**src/rtl/lshd_pkg.sv**
```systemverilog
package lshd_pkg;

    localparam int CHANNELS      = 16;
    localparam int CH_BITS       = 4;
    localparam int SAMPLE_BITS   = 10;
    localparam int MARGIN_BITS   = 6;
    localparam int NOTE_BITS     = 6;
    localparam int FIFTHS_BITS   = 4;
    localparam int RECIP_BITS    = 11;
    localparam int MARGIN_SHIFT  = 15;
    localparam int APB_ADDR_BITS = 3;
    localparam int APB_DATA_BITS = 32;

    localparam int CAL_W  = SAMPLE_BITS + MARGIN_BITS;
    localparam int HIST_W = 2 * SAMPLE_BITS;

    localparam logic [SAMPLE_BITS-1:0] SAMPLE_MAX = '1;

    // Division by 26 is done as a multiplication by ceil(2^15 / 26) and a shift.
    localparam logic [RECIP_BITS-1:0] MARGIN_RECIP = RECIP_BITS'(((1 << MARGIN_SHIFT) + 25) / 26);

    localparam logic [FIFTHS_BITS:0] FIFTH_STEP = (FIFTHS_BITS + 1)'(7);
    localparam logic [FIFTHS_BITS:0] FIFTHS_MOD = (FIFTHS_BITS + 1)'(12);

    localparam logic [SAMPLE_BITS-1:0] DROP_RESET = SAMPLE_BITS'(20);
    localparam logic [SAMPLE_BITS:0]   RISE_RESET = (SAMPLE_BITS + 1)'(-5);

    localparam logic OP_CALIBRATE = 1'b0;
    localparam logic OP_MEASURE   = 1'b1;

    localparam logic REG_DROP_THRESHOLD = 1'b0;
    localparam logic REG_RISE_THRESHOLD = 1'b1;

    typedef struct packed {
        logic [SAMPLE_BITS-1:0] level;
        logic [CH_BITS-1:0]     channel;
        logic                   last;
        logic                   shadow;
        logic                   hit;
        logic [NOTE_BITS-1:0]   note;
        logic [SAMPLE_BITS-1:0] depth;
    } chan_res_t;

    function automatic logic [NOTE_BITS-1:0] note_of_channel(input logic [CH_BITS-1:0] ch);
        logic [NOTE_BITS-1:0] note;
        case (ch)
            4'd0:    note = 6'd0;
            4'd1:    note = 6'd2;
            4'd2:    note = 6'd4;
            4'd3:    note = 6'd7;
            4'd4:    note = 6'd9;
            4'd5:    note = 6'd12;
            4'd6:    note = 6'd14;
            4'd7:    note = 6'd16;
            4'd8:    note = 6'd19;
            4'd9:    note = 6'd21;
            4'd10:   note = 6'd24;
            4'd11:   note = 6'd26;
            4'd12:   note = 6'd28;
            4'd13:   note = 6'd31;
            4'd14:   note = 6'd33;
            4'd15:   note = 6'd36;
            default: note = 6'd0;
        endcase
        return note;
    endfunction

endpackage

```
**src/rtl/lshd_in_if.sv**
```systemverilog
interface lshd_in_if;
    logic                            valid;
    logic                            ready;
    logic                            opcode;
    logic [lshd_pkg::CH_BITS-1:0]     channel;
    logic [lshd_pkg::SAMPLE_BITS-1:0] raw_level;

    modport source (output valid, output opcode, output channel, output raw_level, input ready);
    modport sink (input valid, input opcode, input channel, input raw_level, output ready);
endinterface

```
**src/rtl/lshd_out_if.sv**
```systemverilog
interface lshd_out_if;
    logic                            valid;
    logic                            ready;
    logic [lshd_pkg::SAMPLE_BITS-1:0] level_out;
    logic [lshd_pkg::CH_BITS-1:0]     channel_out;
    logic                            frame_done;
    logic                            hit_valid;
    logic [lshd_pkg::NOTE_BITS-1:0]   hit_note;
    logic [lshd_pkg::SAMPLE_BITS-1:0] hit_depth;
    logic                            step_valid;
    logic [lshd_pkg::FIFTHS_BITS-1:0] fifths_position;

    modport source (
        output valid, output level_out, output channel_out, output frame_done,
        output hit_valid, output hit_note, output hit_depth, output step_valid,
        output fifths_position, input ready
    );
    modport sink (
        input valid, input level_out, input channel_out, input frame_done,
        input hit_valid, input hit_note, input hit_depth, input step_valid,
        input fifths_position, output ready
    );
endinterface

```
**src/rtl/light_sensor_hit_detector_unit.sv**
```systemverilog
// Light-sensor hit detector. Each transfer on the sample channel carries one calibrate or
// measure item for one sensor channel and yields exactly one transfer on the result channel,
// registered as it leaves stage one. The block takes one item every cycle unless the result
// channel stalls: the per-channel baseline, margin and sample history live in two small
// synchronous memories that are read when an item is taken and written back as it leaves
// stage one, with a write on the same edge as a read of that channel forwarded, so
// back-to-back items on any channels run at full rate. A frame closes on the measure item of
// the last channel, reporting the lowest hit channel's note and drop and the fifths position.
// The user must write the thresholds over the APB port only when idle; the block won't check.
module light_sensor_hit_detector_unit (
    input  logic                                clk,
    input  logic                                rst_n,
    lshd_in_if.sink                             sample,
    lshd_out_if.source                          result,
    input  logic                                psel,
    input  logic                                penable,
    input  logic                                pwrite,
    input  logic [lshd_pkg::APB_ADDR_BITS-1:0]  paddr,
    input  logic [lshd_pkg::APB_DATA_BITS-1:0]  pwdata,
    output logic [lshd_pkg::APB_DATA_BITS-1:0]  prdata,
    output logic                                pready
);
    import lshd_pkg::*;

    logic [SAMPLE_BITS-1:0]     drop_threshold;
    logic signed [SAMPLE_BITS:0] rise_threshold;
    chan_res_t                  res;

    logic s1_valid_reg;
    logic s1_valid_next;
    logic out_valid_reg;
    logic out_valid_next;
    logic accept;
    logic advance;

    logic                   any_shadow_reg;
    logic                   any_shadow_next;
    logic                   hit_found_reg;
    logic                   hit_found_next;
    logic [NOTE_BITS-1:0]   hit_note_reg;
    logic [NOTE_BITS-1:0]   hit_note_next;
    logic [SAMPLE_BITS-1:0] hit_depth_reg;
    logic [SAMPLE_BITS-1:0] hit_depth_next;
    logic [FIFTHS_BITS-1:0] fifths_reg;
    logic [FIFTHS_BITS-1:0] fifths_next;
    logic                   latched_reg;
    logic                   latched_next;
    logic                   reported_reg;
    logic                   reported_next;

    logic [SAMPLE_BITS-1:0] level_out_reg;
    logic [CH_BITS-1:0]     channel_out_reg;
    logic                   frame_done_reg;
    logic                   hit_valid_reg;
    logic [NOTE_BITS-1:0]   hit_note_out_reg;
    logic [SAMPLE_BITS-1:0] hit_depth_out_reg;
    logic                   step_valid_reg;
    logic                   step_valid_next;

    logic                   any_now;
    logic                   found_now;
    logic                   take_hit;
    logic [NOTE_BITS-1:0]   note_now;
    logic [SAMPLE_BITS-1:0] depth_now;
    logic [FIFTHS_BITS:0]   fifths_sum;
    logic [FIFTHS_BITS-1:0] fifths_adv;

    lshd_cfg u_cfg (
        .clk            (clk),
        .rst_n          (rst_n),
        .psel           (psel),
        .penable        (penable),
        .pwrite         (pwrite),
        .paddr          (paddr),
        .pwdata         (pwdata),
        .prdata         (prdata),
        .pready         (pready),
        .drop_threshold (drop_threshold),
        .rise_threshold (rise_threshold)
    );

    lshd_chan u_chan (
        .clk            (clk),
        .rst_n          (rst_n),
        .accept         (accept),
        .opcode         (sample.opcode),
        .channel        (sample.channel),
        .raw_level      (sample.raw_level),
        .advance        (advance),
        .drop_threshold (drop_threshold),
        .rise_threshold (rise_threshold),
        .res            (res)
    );

    assign advance      = s1_valid_reg && (!out_valid_reg || result.ready);
    assign sample.ready = !s1_valid_reg || advance;
    assign accept       = sample.valid && sample.ready;

    assign s1_valid_next  = accept ? 1'b1 : (advance ? 1'b0 : s1_valid_reg);
    assign out_valid_next = advance ? 1'b1 : (result.ready ? 1'b0 : out_valid_reg);

    assign any_now   = any_shadow_reg || res.shadow;
    assign take_hit  = res.hit && (!hit_found_reg || (res.note < hit_note_reg));
    assign found_now = hit_found_reg || res.hit;
    assign note_now  = take_hit ? res.note : hit_note_reg;
    assign depth_now = take_hit ? res.depth : hit_depth_reg;

    assign fifths_sum = {1'b0, fifths_reg} + FIFTH_STEP;
    assign fifths_adv = (fifths_sum >= FIFTHS_MOD) ? FIFTHS_BITS'(fifths_sum - FIFTHS_MOD)
                                                   : fifths_sum[FIFTHS_BITS-1:0];

    always_comb
    begin
        any_shadow_next = any_shadow_reg;
        hit_found_next  = hit_found_reg;
        hit_note_next   = hit_note_reg;
        hit_depth_next  = hit_depth_reg;
        fifths_next     = fifths_reg;
        latched_next    = latched_reg;
        reported_next   = reported_reg;
        step_valid_next = 1'b0;
        if (advance)
        begin
            if (res.last)
            begin
                if (latched_reg)
                begin
                    if (!any_now)
                    begin
                        latched_next  = 1'b0;
                        reported_next = 1'b0;
                    end
                end
                else if (any_now)
                begin
                    fifths_next  = fifths_adv;
                    latched_next = 1'b1;
                end
                if (latched_next && !reported_next)
                begin
                    step_valid_next = 1'b1;
                    reported_next   = 1'b1;
                end
                any_shadow_next = 1'b0;
                hit_found_next  = 1'b0;
                hit_note_next   = '0;
                hit_depth_next  = '0;
            end
            else
            begin
                any_shadow_next = any_now;
                hit_found_next  = found_now;
                hit_note_next   = note_now;
                hit_depth_next  = depth_now;
            end
        end
    end

    always_ff @(posedge clk or negedge rst_n)
    begin
        if (!rst_n)
        begin
            s1_valid_reg   <= 1'b0;
            out_valid_reg  <= 1'b0;
            any_shadow_reg <= 1'b0;
            hit_found_reg  <= 1'b0;
            hit_note_reg   <= '0;
            hit_depth_reg  <= '0;
            fifths_reg     <= '0;
            latched_reg    <= 1'b0;
            reported_reg   <= 1'b0;
        end
        else
        begin
            s1_valid_reg   <= s1_valid_next;
            out_valid_reg  <= out_valid_next;
            any_shadow_reg <= any_shadow_next;
            hit_found_reg  <= hit_found_next;
            hit_note_reg   <= hit_note_next;
            hit_depth_reg  <= hit_depth_next;
            fifths_reg     <= fifths_next;
            latched_reg    <= latched_next;
            reported_reg   <= reported_next;
        end
    end

    always_ff @(posedge clk)
    begin
        if (advance)
        begin
            level_out_reg     <= res.level;
            channel_out_reg   <= res.channel;
            frame_done_reg    <= res.last;
            hit_valid_reg     <= res.last && found_now;
            hit_note_out_reg  <= (res.last && found_now) ? note_now : '0;
            hit_depth_out_reg <= (res.last && found_now) ? depth_now : '0;
            step_valid_reg    <= step_valid_next;
        end
    end

    assign result.valid           = out_valid_reg;
    assign result.level_out       = level_out_reg;
    assign result.channel_out     = channel_out_reg;
    assign result.frame_done      = frame_done_reg;
    assign result.hit_valid       = hit_valid_reg;
    assign result.hit_note        = hit_note_out_reg;
    assign result.hit_depth       = hit_depth_out_reg;
    assign result.step_valid      = step_valid_reg;
    assign result.fifths_position = fifths_reg;

endmodule

```
**src/rtl/lshd_ram.sv**
```systemverilog
module lshd_ram #(
    parameter int WIDTH = 8,
    parameter int DEPTH = 16
) (
    input  logic                     clk,
    input  logic                     we,
    input  logic [$clog2(DEPTH)-1:0] waddr,
    input  logic [WIDTH-1:0]         wdata,
    input  logic                     re,
    input  logic [$clog2(DEPTH)-1:0] raddr,
    output logic [WIDTH-1:0]         rdata
);

    logic [WIDTH-1:0] mem_reg [DEPTH];
    logic [WIDTH-1:0] rdata_reg;

    always_ff @(posedge clk)
    begin
        if (we)
        begin
            mem_reg[waddr] <= wdata;
        end
        if (re)
        begin
            rdata_reg <= mem_reg[raddr];
        end
    end

    assign rdata = rdata_reg;

endmodule

```
**src/rtl/lshd_cfg.sv**
```systemverilog
module lshd_cfg (
    input  logic                                clk,
    input  logic                                rst_n,
    input  logic                                psel,
    input  logic                                penable,
    input  logic                                pwrite,
    input  logic [lshd_pkg::APB_ADDR_BITS-1:0]  paddr,
    input  logic [lshd_pkg::APB_DATA_BITS-1:0]  pwdata,
    output logic [lshd_pkg::APB_DATA_BITS-1:0]  prdata,
    output logic                                pready,
    output logic [lshd_pkg::SAMPLE_BITS-1:0]    drop_threshold,
    output logic signed [lshd_pkg::SAMPLE_BITS:0] rise_threshold
);
    import lshd_pkg::*;

    logic [SAMPLE_BITS-1:0] drop_reg;
    logic [SAMPLE_BITS:0]   rise_reg;
    logic                   reg_sel;
    logic                   wr_en;

    assign pready  = 1'b1;
    assign reg_sel = paddr[2];
    assign wr_en   = psel && penable && pwrite && pready;

    always_ff @(posedge clk or negedge rst_n)
    begin
        if (!rst_n)
        begin
            drop_reg <= DROP_RESET;
            rise_reg <= RISE_RESET;
        end
        else if (wr_en)
        begin
            case (reg_sel)
                REG_DROP_THRESHOLD: drop_reg <= pwdata[SAMPLE_BITS-1:0];
                REG_RISE_THRESHOLD: rise_reg <= pwdata[SAMPLE_BITS:0];
                default:            drop_reg <= drop_reg;
            endcase
        end
    end

    always_comb
    begin
        case (reg_sel)
            REG_DROP_THRESHOLD: prdata = {{(APB_DATA_BITS-SAMPLE_BITS){1'b0}}, drop_reg};
            REG_RISE_THRESHOLD: prdata = {{(APB_DATA_BITS-SAMPLE_BITS-1){1'b0}}, rise_reg};
            default:            prdata = '0;
        endcase
    end

    assign drop_threshold = drop_reg;
    assign rise_threshold = $signed(rise_reg);

endmodule

```
**src/rtl/lshd_chan.sv**
```systemverilog
module lshd_chan (
    input  logic                                  clk,
    input  logic                                  rst_n,
    input  logic                                  accept,
    input  logic                                  opcode,
    input  logic [lshd_pkg::CH_BITS-1:0]          channel,
    input  logic [lshd_pkg::SAMPLE_BITS-1:0]      raw_level,
    input  logic                                  advance,
    input  logic [lshd_pkg::SAMPLE_BITS-1:0]      drop_threshold,
    input  logic signed [lshd_pkg::SAMPLE_BITS:0] rise_threshold,
    output lshd_pkg::chan_res_t                   res
);
    import lshd_pkg::*;

    logic                   op_reg;
    logic [CH_BITS-1:0]     ch_reg;
    logic [SAMPLE_BITS-1:0] raw_reg;

    logic [CHANNELS-1:0] cal_valid_reg;
    logic [CHANNELS-1:0] hist_valid_reg;
    logic                cal_vld_reg;
    logic                hist_vld_reg;
    logic                cal_fwd_reg;
    logic                hist_fwd_reg;
    logic [CAL_W-1:0]    cal_fwd_data_reg;
    logic [HIST_W-1:0]   hist_fwd_data_reg;

    logic                cal_we;
    logic                hist_we;
    logic [CAL_W-1:0]    cal_wdata;
    logic [HIST_W-1:0]   hist_wdata;
    logic [CAL_W-1:0]    cal_rdata;
    logic [HIST_W-1:0]   hist_rdata;
    logic [CAL_W-1:0]    cal_q;
    logic [HIST_W-1:0]   hist_q;

    logic [SAMPLE_BITS+RECIP_BITS-1:0] margin_prod;
    logic [MARGIN_BITS-1:0]            margin_new;
    logic [SAMPLE_BITS-1:0]            base;
    logic [MARGIN_BITS-1:0]            margin;
    logic [SAMPLE_BITS-1:0]            prev;
    logic [SAMPLE_BITS-1:0]            older;
    logic signed [SAMPLE_BITS:0]       base_diff;
    logic                              quiet;
    logic [SAMPLE_BITS-1:0]            level;
    logic signed [SAMPLE_BITS:0]       drop;
    logic signed [SAMPLE_BITS:0]       rise;
    logic                              measure;

    assign measure = (op_reg == OP_MEASURE);
    assign cal_we  = advance && (op_reg == OP_CALIBRATE);
    assign hist_we = advance && measure;

    assign margin_prod = {{RECIP_BITS{1'b0}}, raw_reg} * {{SAMPLE_BITS{1'b0}}, MARGIN_RECIP};
    assign margin_new  = margin_prod[MARGIN_SHIFT +: MARGIN_BITS];
    assign cal_wdata   = {raw_reg, margin_new};
    assign hist_wdata  = {level, prev};

    lshd_ram #(.WIDTH(CAL_W), .DEPTH(CHANNELS)) u_cal_ram (
        .clk   (clk),
        .we    (cal_we),
        .waddr (ch_reg),
        .wdata (cal_wdata),
        .re    (accept),
        .raddr (channel),
        .rdata (cal_rdata)
    );

    lshd_ram #(.WIDTH(HIST_W), .DEPTH(CHANNELS)) u_hist_ram (
        .clk   (clk),
        .we    (hist_we),
        .waddr (ch_reg),
        .wdata (hist_wdata),
        .re    (accept),
        .raddr (channel),
        .rdata (hist_rdata)
    );

    // A write that lands on the same edge as the read of the same entry is forwarded.
    always_ff @(posedge clk or negedge rst_n)
    begin
        if (!rst_n)
        begin
            cal_valid_reg  <= '0;
            hist_valid_reg <= '0;
            cal_vld_reg    <= 1'b0;
            hist_vld_reg   <= 1'b0;
            cal_fwd_reg    <= 1'b0;
            hist_fwd_reg   <= 1'b0;
        end
        else
        begin
            if (cal_we)
            begin
                cal_valid_reg[ch_reg] <= 1'b1;
            end
            if (hist_we)
            begin
                hist_valid_reg[ch_reg] <= 1'b1;
            end
            if (accept)
            begin
                cal_vld_reg  <= cal_valid_reg[channel];
                hist_vld_reg <= hist_valid_reg[channel];
                cal_fwd_reg  <= cal_we && (ch_reg == channel);
                hist_fwd_reg <= hist_we && (ch_reg == channel);
            end
        end
    end

    always_ff @(posedge clk)
    begin
        if (accept)
        begin
            op_reg            <= opcode;
            ch_reg            <= channel;
            raw_reg           <= raw_level;
            cal_fwd_data_reg  <= cal_wdata;
            hist_fwd_data_reg <= hist_wdata;
        end
    end

    assign cal_q  = cal_fwd_reg ? cal_fwd_data_reg : (cal_vld_reg ? cal_rdata : '0);
    assign hist_q = hist_fwd_reg ? hist_fwd_data_reg : (hist_vld_reg ? hist_rdata : '0);

    assign base   = cal_q[CAL_W-1 -: SAMPLE_BITS];
    assign margin = cal_q[MARGIN_BITS-1:0];
    assign prev   = hist_q[HIST_W-1 -: SAMPLE_BITS];
    assign older  = hist_q[SAMPLE_BITS-1:0];

    assign base_diff = $signed({1'b0, base}) - $signed({1'b0, raw_reg});
    assign quiet     = base_diff < $signed({{(SAMPLE_BITS+1-MARGIN_BITS){1'b0}}, margin});
    assign level     = quiet ? SAMPLE_MAX : raw_reg;

    assign drop = $signed({1'b0, older}) - $signed({1'b0, prev});
    assign rise = $signed({1'b0, prev}) - $signed({1'b0, level});

    always_comb
    begin
        res.level   = measure ? level : raw_reg;
        res.channel = ch_reg;
        res.last    = measure && (ch_reg == CH_BITS'(CHANNELS - 1));
        res.shadow  = measure && (level != SAMPLE_MAX);
        res.hit     = measure && (drop > $signed({1'b0, drop_threshold}))
                      && (rise < rise_threshold);
        res.note    = note_of_channel(ch_reg);
        res.depth   = drop[SAMPLE_BITS-1:0];
    end

endmodule

```
**src/flat_wrapper.sv**
```systemverilog
// flat-port wrapper written by rule: the top's interface ports become plain ports
module light_sensor_hit_detector_unit_flat import lshd_pkg::*;
  (clk, rst_n, psel, penable, pwrite, paddr, pwdata, prdata, pready, sample_valid, sample_opcode, sample_channel, sample_raw_level, sample_ready, result_valid, result_level_out, result_channel_out, result_frame_done, result_hit_valid, result_hit_note, result_hit_depth, result_step_valid, result_fifths_position, result_ready);
  lshd_in_if sample_i ();
  lshd_out_if result_i ();
  input  logic clk;
  input  logic rst_n;
  input  logic psel;
  input  logic penable;
  input  logic pwrite;
  input  logic [lshd_pkg::APB_ADDR_BITS-1:0] paddr;
  input  logic [lshd_pkg::APB_DATA_BITS-1:0] pwdata;
  output logic [lshd_pkg::APB_DATA_BITS-1:0] prdata;
  output logic pready;
  input wire logic [$bits(sample_i.valid)-1:0] sample_valid;
  input wire logic [$bits(sample_i.opcode)-1:0] sample_opcode;
  input wire logic [$bits(sample_i.channel)-1:0] sample_channel;
  input wire logic [$bits(sample_i.raw_level)-1:0] sample_raw_level;
  output wire logic [$bits(sample_i.ready)-1:0] sample_ready;
  output wire logic [$bits(result_i.valid)-1:0] result_valid;
  output wire logic [$bits(result_i.level_out)-1:0] result_level_out;
  output wire logic [$bits(result_i.channel_out)-1:0] result_channel_out;
  output wire logic [$bits(result_i.frame_done)-1:0] result_frame_done;
  output wire logic [$bits(result_i.hit_valid)-1:0] result_hit_valid;
  output wire logic [$bits(result_i.hit_note)-1:0] result_hit_note;
  output wire logic [$bits(result_i.hit_depth)-1:0] result_hit_depth;
  output wire logic [$bits(result_i.step_valid)-1:0] result_step_valid;
  output wire logic [$bits(result_i.fifths_position)-1:0] result_fifths_position;
  input wire logic [$bits(result_i.ready)-1:0] result_ready;
  assign sample_i.valid = sample_valid;
  assign sample_i.opcode = sample_opcode;
  assign sample_i.channel = sample_channel;
  assign sample_i.raw_level = sample_raw_level;
  assign sample_ready = sample_i.ready;
  assign result_valid = result_i.valid;
  assign result_level_out = result_i.level_out;
  assign result_channel_out = result_i.channel_out;
  assign result_frame_done = result_i.frame_done;
  assign result_hit_valid = result_i.hit_valid;
  assign result_hit_note = result_i.hit_note;
  assign result_hit_depth = result_i.hit_depth;
  assign result_step_valid = result_i.step_valid;
  assign result_fifths_position = result_i.fifths_position;
  assign result_i.ready = result_ready;
  light_sensor_hit_detector_unit u_core (.clk(clk), .rst_n(rst_n), .sample(sample_i), .result(result_i), .psel(psel), .penable(penable), .pwrite(pwrite), .paddr(paddr), .pwdata(pwdata), .prdata(prdata), .pready(pready));
endmodule
```
**config.mk**
```make
export PLATFORM = sky130hd
export DESIGN_NAME = light_sensor_hit_detector_unit_flat
export DESIGN_NICKNAME = d
export VERILOG_FILES = /design/src/rtl/lshd_pkg.sv /design/src/rtl/lshd_in_if.sv /design/src/rtl/lshd_out_if.sv /design/src/rtl/light_sensor_hit_detector_unit.sv /design/src/rtl/lshd_ram.sv /design/src/rtl/lshd_cfg.sv /design/src/rtl/lshd_chan.sv /design/src/flat_wrapper.sv
export SDC_FILE = /design/constraint.sdc
export NUM_CORES = 1
export LEC_CHECK = 0
export BUFFER_PORTS_ARGS = -buffer_cell sky130_fd_sc_hd__buf_2
export CAP_MARGIN = 10
export CELL_PAD_IN_SITES_DETAIL_PLACEMENT = 0
export CELL_PAD_IN_SITES_GLOBAL_PLACEMENT = 1
export CORE_ASPECT_RATIO = 0.75
export CORE_MARGIN = 3
export CORE_UTILIZATION = 54
export DETAILED_ROUTE_END_ITERATION = 6
export GPL_ROUTABILITY_DRIVEN = 0
export PLACE_DENSITY_LB_ADDON = 0.25
export SETUP_SLACK_MARGIN = 0.2
export SLEW_MARGIN = 10
export SYNTH_ARGS = -nofsm -noshare
export SYNTH_HDL_FRONTEND = slang
export SYNTH_SLANG_ARGS = --single-unit
```
**constraint.sdc**
```tcl
create_clock -name clk -period 10.48 [get_ports clk]
set_input_delay 0 -clock clk [delete_from_list [all_inputs] [get_ports clk]]
set_output_delay 0 -clock clk [all_outputs]
set_load 0.05 [all_outputs]
```
==> results_dict.tcl, run 1 <==
set metrics [dict create \
    cts_tree "built" \
    grt_max_degree 64 \
    end_kind "register" \
    post-route-period-util_pct 88.40 \
    cp_max_fo 18 \
    final_core_util_pct 61.97 \
    crit_type "reg2reg" \
    synth_flop_cell "edfxtp_1" \
    rsz0062_at_grt "false" \
    first_global_vias 18640 \
    row_count 79 \
    track_usage_pct 24.41 \
    power.density_nw_per_um2 220.1 \
    synth-seq-cells 785 \
    synth.top_cell.area_share_pct 60.59 \
    dp_hpwl_um 47060 \
    yosysWarnings 0 \
    tns_ps 0 \
    drt_iter0_drc 2120 \
    skew_ps 30.25 \
    fp.dieW_um 297.8 \
    finalSetupViolCount 0 \
    clock_sinks 785 \
    hold_viol 0 \
    vias_per_cell 6.157 \
    fillers 4411 \
    drive_gt1_share_pct 25.92 \
    p_leak_nw 13.87 \
    yosysTopAreaCell "edfxtp_1" \
    clock_latency_ps 640 \
    cts_root_buf "clkbuf_16" \
    async_flop_share_pct 10.57 \
    slew_violations 0 \
    synth-edff-count 696 \
    cpMaxStageDelayCell "nor2b_1" \
    drc 0 \
    firstDrtPassIters 6 \
    start_kind "register" \
    totalPowerFinal_mw 8.535 \
    dieArea_um2 66980 \
    routed_wl_um 80520 \
    area_growth_pct 12.40 \
    numCtsBuffers 76 \
    status "completed" \
    routedWlPerCell_um 26.53 \
    fmax_mhz 107.9 \
    ys_top_cells_by_area "edfxtp_1 (61%), mux4_2 (12%), dfrtp_1 (5.2%)" \
    worstMarginPinSlew_ps 1221 \
    largest_register_ffs 320 \
    max_slew_margin_pct 18.62 \
    overflow 0 \
    slowest_delay_ps 570 \
    synthCells 1965 \
    clk_path_buf_depth 3 \
    yosysSeqAreaShare_pct 67.00 \
    drv_cap 0 \
    initial_utilization_pct 55.13 \
    clk_pin_slew_worst_paths_ps 70 \
    cts.htree.levels 3 \
    fin_nets 2341 \
    min_period_ps 9264 \
    yosysUniqueCellTypes 84 \
    coreArea_um2 62570 \
    grt_pass1_wl_um 119800 \
    die_y_um 224.9 \
    ir_worst_vdd_v 0.0001702 \
    port-buffer-count 83 \
    crit_arrival_ps 9720 \
    hold_class "in2async" \
    ctsResizeCount 0 \
    antenna_found_initial 0 \
    vias 18690 \
    ios 129 \
    timing.rr.start "u_core.u_chan.cal_vld_reg$_DFFE_PN0P_" \
    cp.required_ps 10940 \
    final_antenna_net_count 0 \
    syn_avg_cell_area_um2 17.56 \
    crit_start "u_core.u_chan.cal_vld_reg$_DFFE_PN0P_" \
    syn_area_um2 34500 \
]
## cell type report
cell class / count / area [um2] / area share (%)
Inverter: 138 / 520.5 / 1.342
Multi-Input combinational cell: 958 / 10560 / 27.23
Clock buffer: 100 / 2064 / 5.325
Tap cell: 850 / 1064 / 2.743
Timing Repair Buffer: 164 / 1127 / 2.908
Clock inverter: 39 / 324.1 / 0.8358
Antenna cell: 1 / 2.502 / 0.006454
Sequential cell: 785 / 23110 / 59.61
## Yosys cell counts (15+ instances only)
cell        n
nor2_1     58
o21a_1     18
ha_1      126
nand2_1    67
buf_4      22
or2_2      36
a22oi_1    16
o211ai_1   28
a21oi_1    39
fa_1       35
a22o_1     18
nand3_1    44
nor3_1     20
clkbuf_1   59
nand4_1    23
o21ai_0    47
edfxtp_1  696
inv_1     138
dfrtp_1    71
mux4_2    190
buf_1      15
mux2_2     25
xnor2_1    25
## critical path, delay by kind of cell (launching register included)
| family | cells | cell delay, ps |
|---|---|---|
| flip-flops | 1 | 390 |
| AND/OR/NAND/NOR | 9 | 2010 |
| AO/OA/AOI/OAI | 15 | 3020 |
| buffers and inverters | 2 | 400 |
| XOR/XNOR | 1 | 130 |
| adder cells (fa/ha/maj) | 9 | 3130 |
## per-stage QoR
step	worst slack (ps)	cells	instance area (um2)	hold slack (ps)
2_1_floorplan	2493	1985	34570	-295.6
6_report	1216	3035	38770	29.73
3_5_place_dp	1396	2867	36090	0.5775
4_1_cts	1337	3034	38770	14.96
3_3_place_gp	1519	2867	36090	-13.50
5_1_grt	702.5	3034	38770	26.40
## metal layers
metal	global-route usage, %	wire [um]
met4	5.484	1602
met2	35.55	35370
met1	37.72	35890
met5	0	0
met3	6.147	7646
## worst paths after layout
check | end | slack, ps | cells after the start
min in group clk | u_core.u_chan.ch_reg[3]$_DFFE_PP_ | 80 | 1
max in group asynchronous | u_core.u_chan.cal_valid_reg[0]$_DFFE_PN0P_ | 9680 | 3
hold reg to reg | u_core.u_chan.cal_valid_reg[10]$_DFFE_PN0P_ | 460 | 1
hold / removal | u_core.u_cfg.rise_threshold[0]$_DFFE_PN1P_ | 30 | 2
setup reg to reg | u_core.result.hit_depth[8]$_SDFFCE_PN0P_ | 1220 | 36
setup / recovery | u_core.result.hit_depth[8]$_SDFFCE_PN0P_ | 1220 | 36
## timing repair
item | 4_1_cts | 5_1_grt
hold buffers | 28 | 0
endpoints found under the hold margin | 100 | 0
setup endpoints to repair | 0 | 0
setup buffers | 0 | 0
## power breakdown
group	total, mW	leakage [nW]	switching (mW)	internal, mW
sequential	3.92	7.24	0.0881	3.83
combinational	1.99	5.47	1.29	0.705
clock	2.62	1.15	1.17	1.45
total	8.54	13.9	2.54	5.99
## layout by cell type (no fill, tap or decap), drive strengths merged, types with 21 or more instances in the layout
master,instances
edfxtp,696
mux4,190
inv,140
buf,137
ha,126
clkbuf,100
dfrtp,71
nand2,69
nor2,58
o21ai,50
nand3,45
a21oi,40
or2,36
fa,35
clkinv,32
o211ai,28
dlygate4sd3,27
mux2,26
xnor2,25
nand4,23
conb,22
nor3,21
## logic make-up (layout without fill, tap and decap cells)
logic type      Yosys count  count (layout)  share of synthesized area, %
flops                   785             785                         67.00
simple gates            297             297                         4.432
buf+inv                 242             441                         2.989
mux                     225             225                         13.53
compound gates          222             222                         4.625
fa+ha+maj               164             164                         6.696
xor+xnor                 28              28                        0.7109
other cells               2              23                       0.02177
Note: power is estimated with default switching activity, not from simulation.
==> run 2, diff against run 1 <==
CORE_UTILIZATION = 58   (was 54)
clock period = 10.8 ns   (was 10.48 ns; I/O delays follow)
==> run 2 against run 1 <==
  * Combinational power is 4% lower
  * Total power is 1.9% lower
  * Clock power hardly changed
  * Worst setup slack better by 450 ps
  * First-iteration DRC count is 11% higher
  * Register-to-register slack better by 450 ps
  * Utilization is 4.8 points higher
  * Sequential cell count stayed put
  * Sequential power is 3% lower
  * Design area hardly changed
  * Maximum frequency is 1.4% higher
  * Non-clock buffer count stayed put
  * Critical endpoint is now u_core.result.hit_depth[4]$_SDFFCE_PN0P_
  * Largest cell class unchanged
  * Largest power group unchanged
==> results_dict.tcl, run 2 (synthesis gave the netlist of run 1 again) <==
set metrics [dict create \
    vias 18780 \
    final_core_util_pct 66.75 \
    dieArea_um2 62470 \
    grt_pass1_wl_um 120700 \
    path_common_cell "o21a_1" \
    first_global_vias 18700 \
    layout_commonest_cell "edfxtp_1" \
    routedWlPerCell_um 27.28 \
    worstMarginPinSlew_ps 1225 \
    power.density_nw_per_um2 215.8 \
    crit_type "reg2reg" \
    ir_worst_vdd_v 0.0001389 \
    cts_root_buf "clkbuf_16" \
    drv_cap 0 \
    rsz0062_at_grt "false" \
    clk_path_buf_depth 3 \
    slowest_delay_ps 640 \
    initial_utilization_pct 59.37 \
    drive_gt1_share_pct 26.40 \
    fin_nets 2340 \
    cpMaxStageDelayCell "dfrtp_1" \
    firstDrtPassIters 5 \
    row_count 76 \
    crit_arrival_ps 9580 \
    cts.htree.levels 3 \
    max_slew_margin_pct 18.01 \
    cts_tree "built" \
    final_cell_mix "edfxtp_1 (696), mux4_2 (190), inv_1 (136)" \
    r2r_slack_ps 1660 \
    routed_wl_um 80830 \
    ios 129 \
    setup_slack_ps 1663 \
    final_antenna_net_count 0 \
    place_ws_ps 1610 \
    fmax_mhz 109.4 \
    hold_class "in2async" \
    track_usage_pct 26.50 \
    critPathBufInv 4 \
    cp.required_ps 11240 \
    hold_viol 0 \
    coreArea_um2 58100 \
    cpLargestDelayFamily "compound AO/OA/AOI/OAI gates" \
    skew_ps 18.07 \
    fp.dieW_um 287.6 \
    drc 0 \
    post-route-period-util_pct 84.61 \
    largest_register_ffs 320 \
    die_y_um 217.2 \
    end_kind "register" \
    finalSetupViolCount 0 \
    clock_latency_ps 620 \
    tns_ps 0 \
    numCtsBuffers 75 \
    area_growth_pct 12.43 \
    clk_pin_slew_worst_paths_ps 70 \
    status "completed" \
    dp_hpwl_um 46470 \
    drt_iter0_drc 2354 \
    min_period_ps 9137 \
    overflow 0 \
    cts_setup_buffers 0 \
    slew_violations 0 \
    antenna_found_initial 1 \
    start_kind "register" \
    vias_per_cell 6.337 \
    clock_sinks 785 \
    port-buffer-count 83 \
    p_leak_nw 13.93 \
    grt_max_degree 86 \
    cp_max_fo 33 \
]
run 2: per-layer routing:
metal / share of wire (%) / up-vias / track usage (%)
met5: 0 / - / 0
met3: 11 / 126 / 5.832
met1: 42 / 9625 / 40.71
met2: 45 / 1052 / 39.04
met4: 2.5 / 0 / 7.056
li1: - / 7974 / -
run 2: area by class of cell:
cell class                      count  area [um2]
Antenna cell                        1       2.502
Clock inverter                     33       346.6
Clock buffer                      104        2141
Timing Repair Buffer              164        1130
Multi-Input combinational cell    958       10550
Sequential cell                   785       23110
Fill cell                        3777       19320
Tap cell                          780       975.9
Inverter                          138       520.5
run 2: through the flow:
stage	cell area, um2	hold WS, ps	instances	total power, mW
after floorplan	34570	-295.6	1985	5.154
after global placement	35990	-21.00	2796	5.673
after detailed placement	35990	-11.35	2796	5.745
after CTS	38760	15.99	2961	8.387
after global routing	38780	38.88	2962	8.749
final	38780	35.55	2963	8.371
run 2: what timing repair did:
| item | in CTS | in global routing |
|---|---|---|
| endpoints found under the hold margin | 81 | 1 |
| gates resized for setup | 0 | 0 |
| hold buffers | 28 | 1 |
run 2: report_power, final:
| part | internal, mW | leakage (nW) | switching, mW |
|---|---|---|---|
| combinational | 0.680 | 5.47 | 1.23 |
| sequential | 3.72 | 7.24 | 0.0904 |
| clock | 1.52 | 1.22 | 1.12 |
run 2: final timing paths:
path	from	to	cells past startpoint
worst min register to register	u_core.u_chan.hist_valid_reg[14]$_DFFE_PN0P_	u_core.u_chan.hist_valid_reg[14]$_DFFE_PN0P_	1
worst max register to register	u_core.u_chan.cal_fwd_reg$_DFFE_PN0P_	u_core.result.hit_depth[4]$_SDFFCE_PN0P_	37
max in group asynchronous	rst_n	u_core.u_chan.cal_valid_reg[13]$_DFFE_PN0P_	3
worst max-delay path	u_core.u_chan.cal_fwd_reg$_DFFE_PN0P_	u_core.result.hit_depth[4]$_SDFFCE_PN0P_	37
min in group clk	sample_channel[3]	u_core.u_chan.ch_reg[3]$_DFFE_PP_	1
worst min-delay path	rst_n	u_core.u_cfg.rise_threshold[5]$_DFFE_PN1P_	2
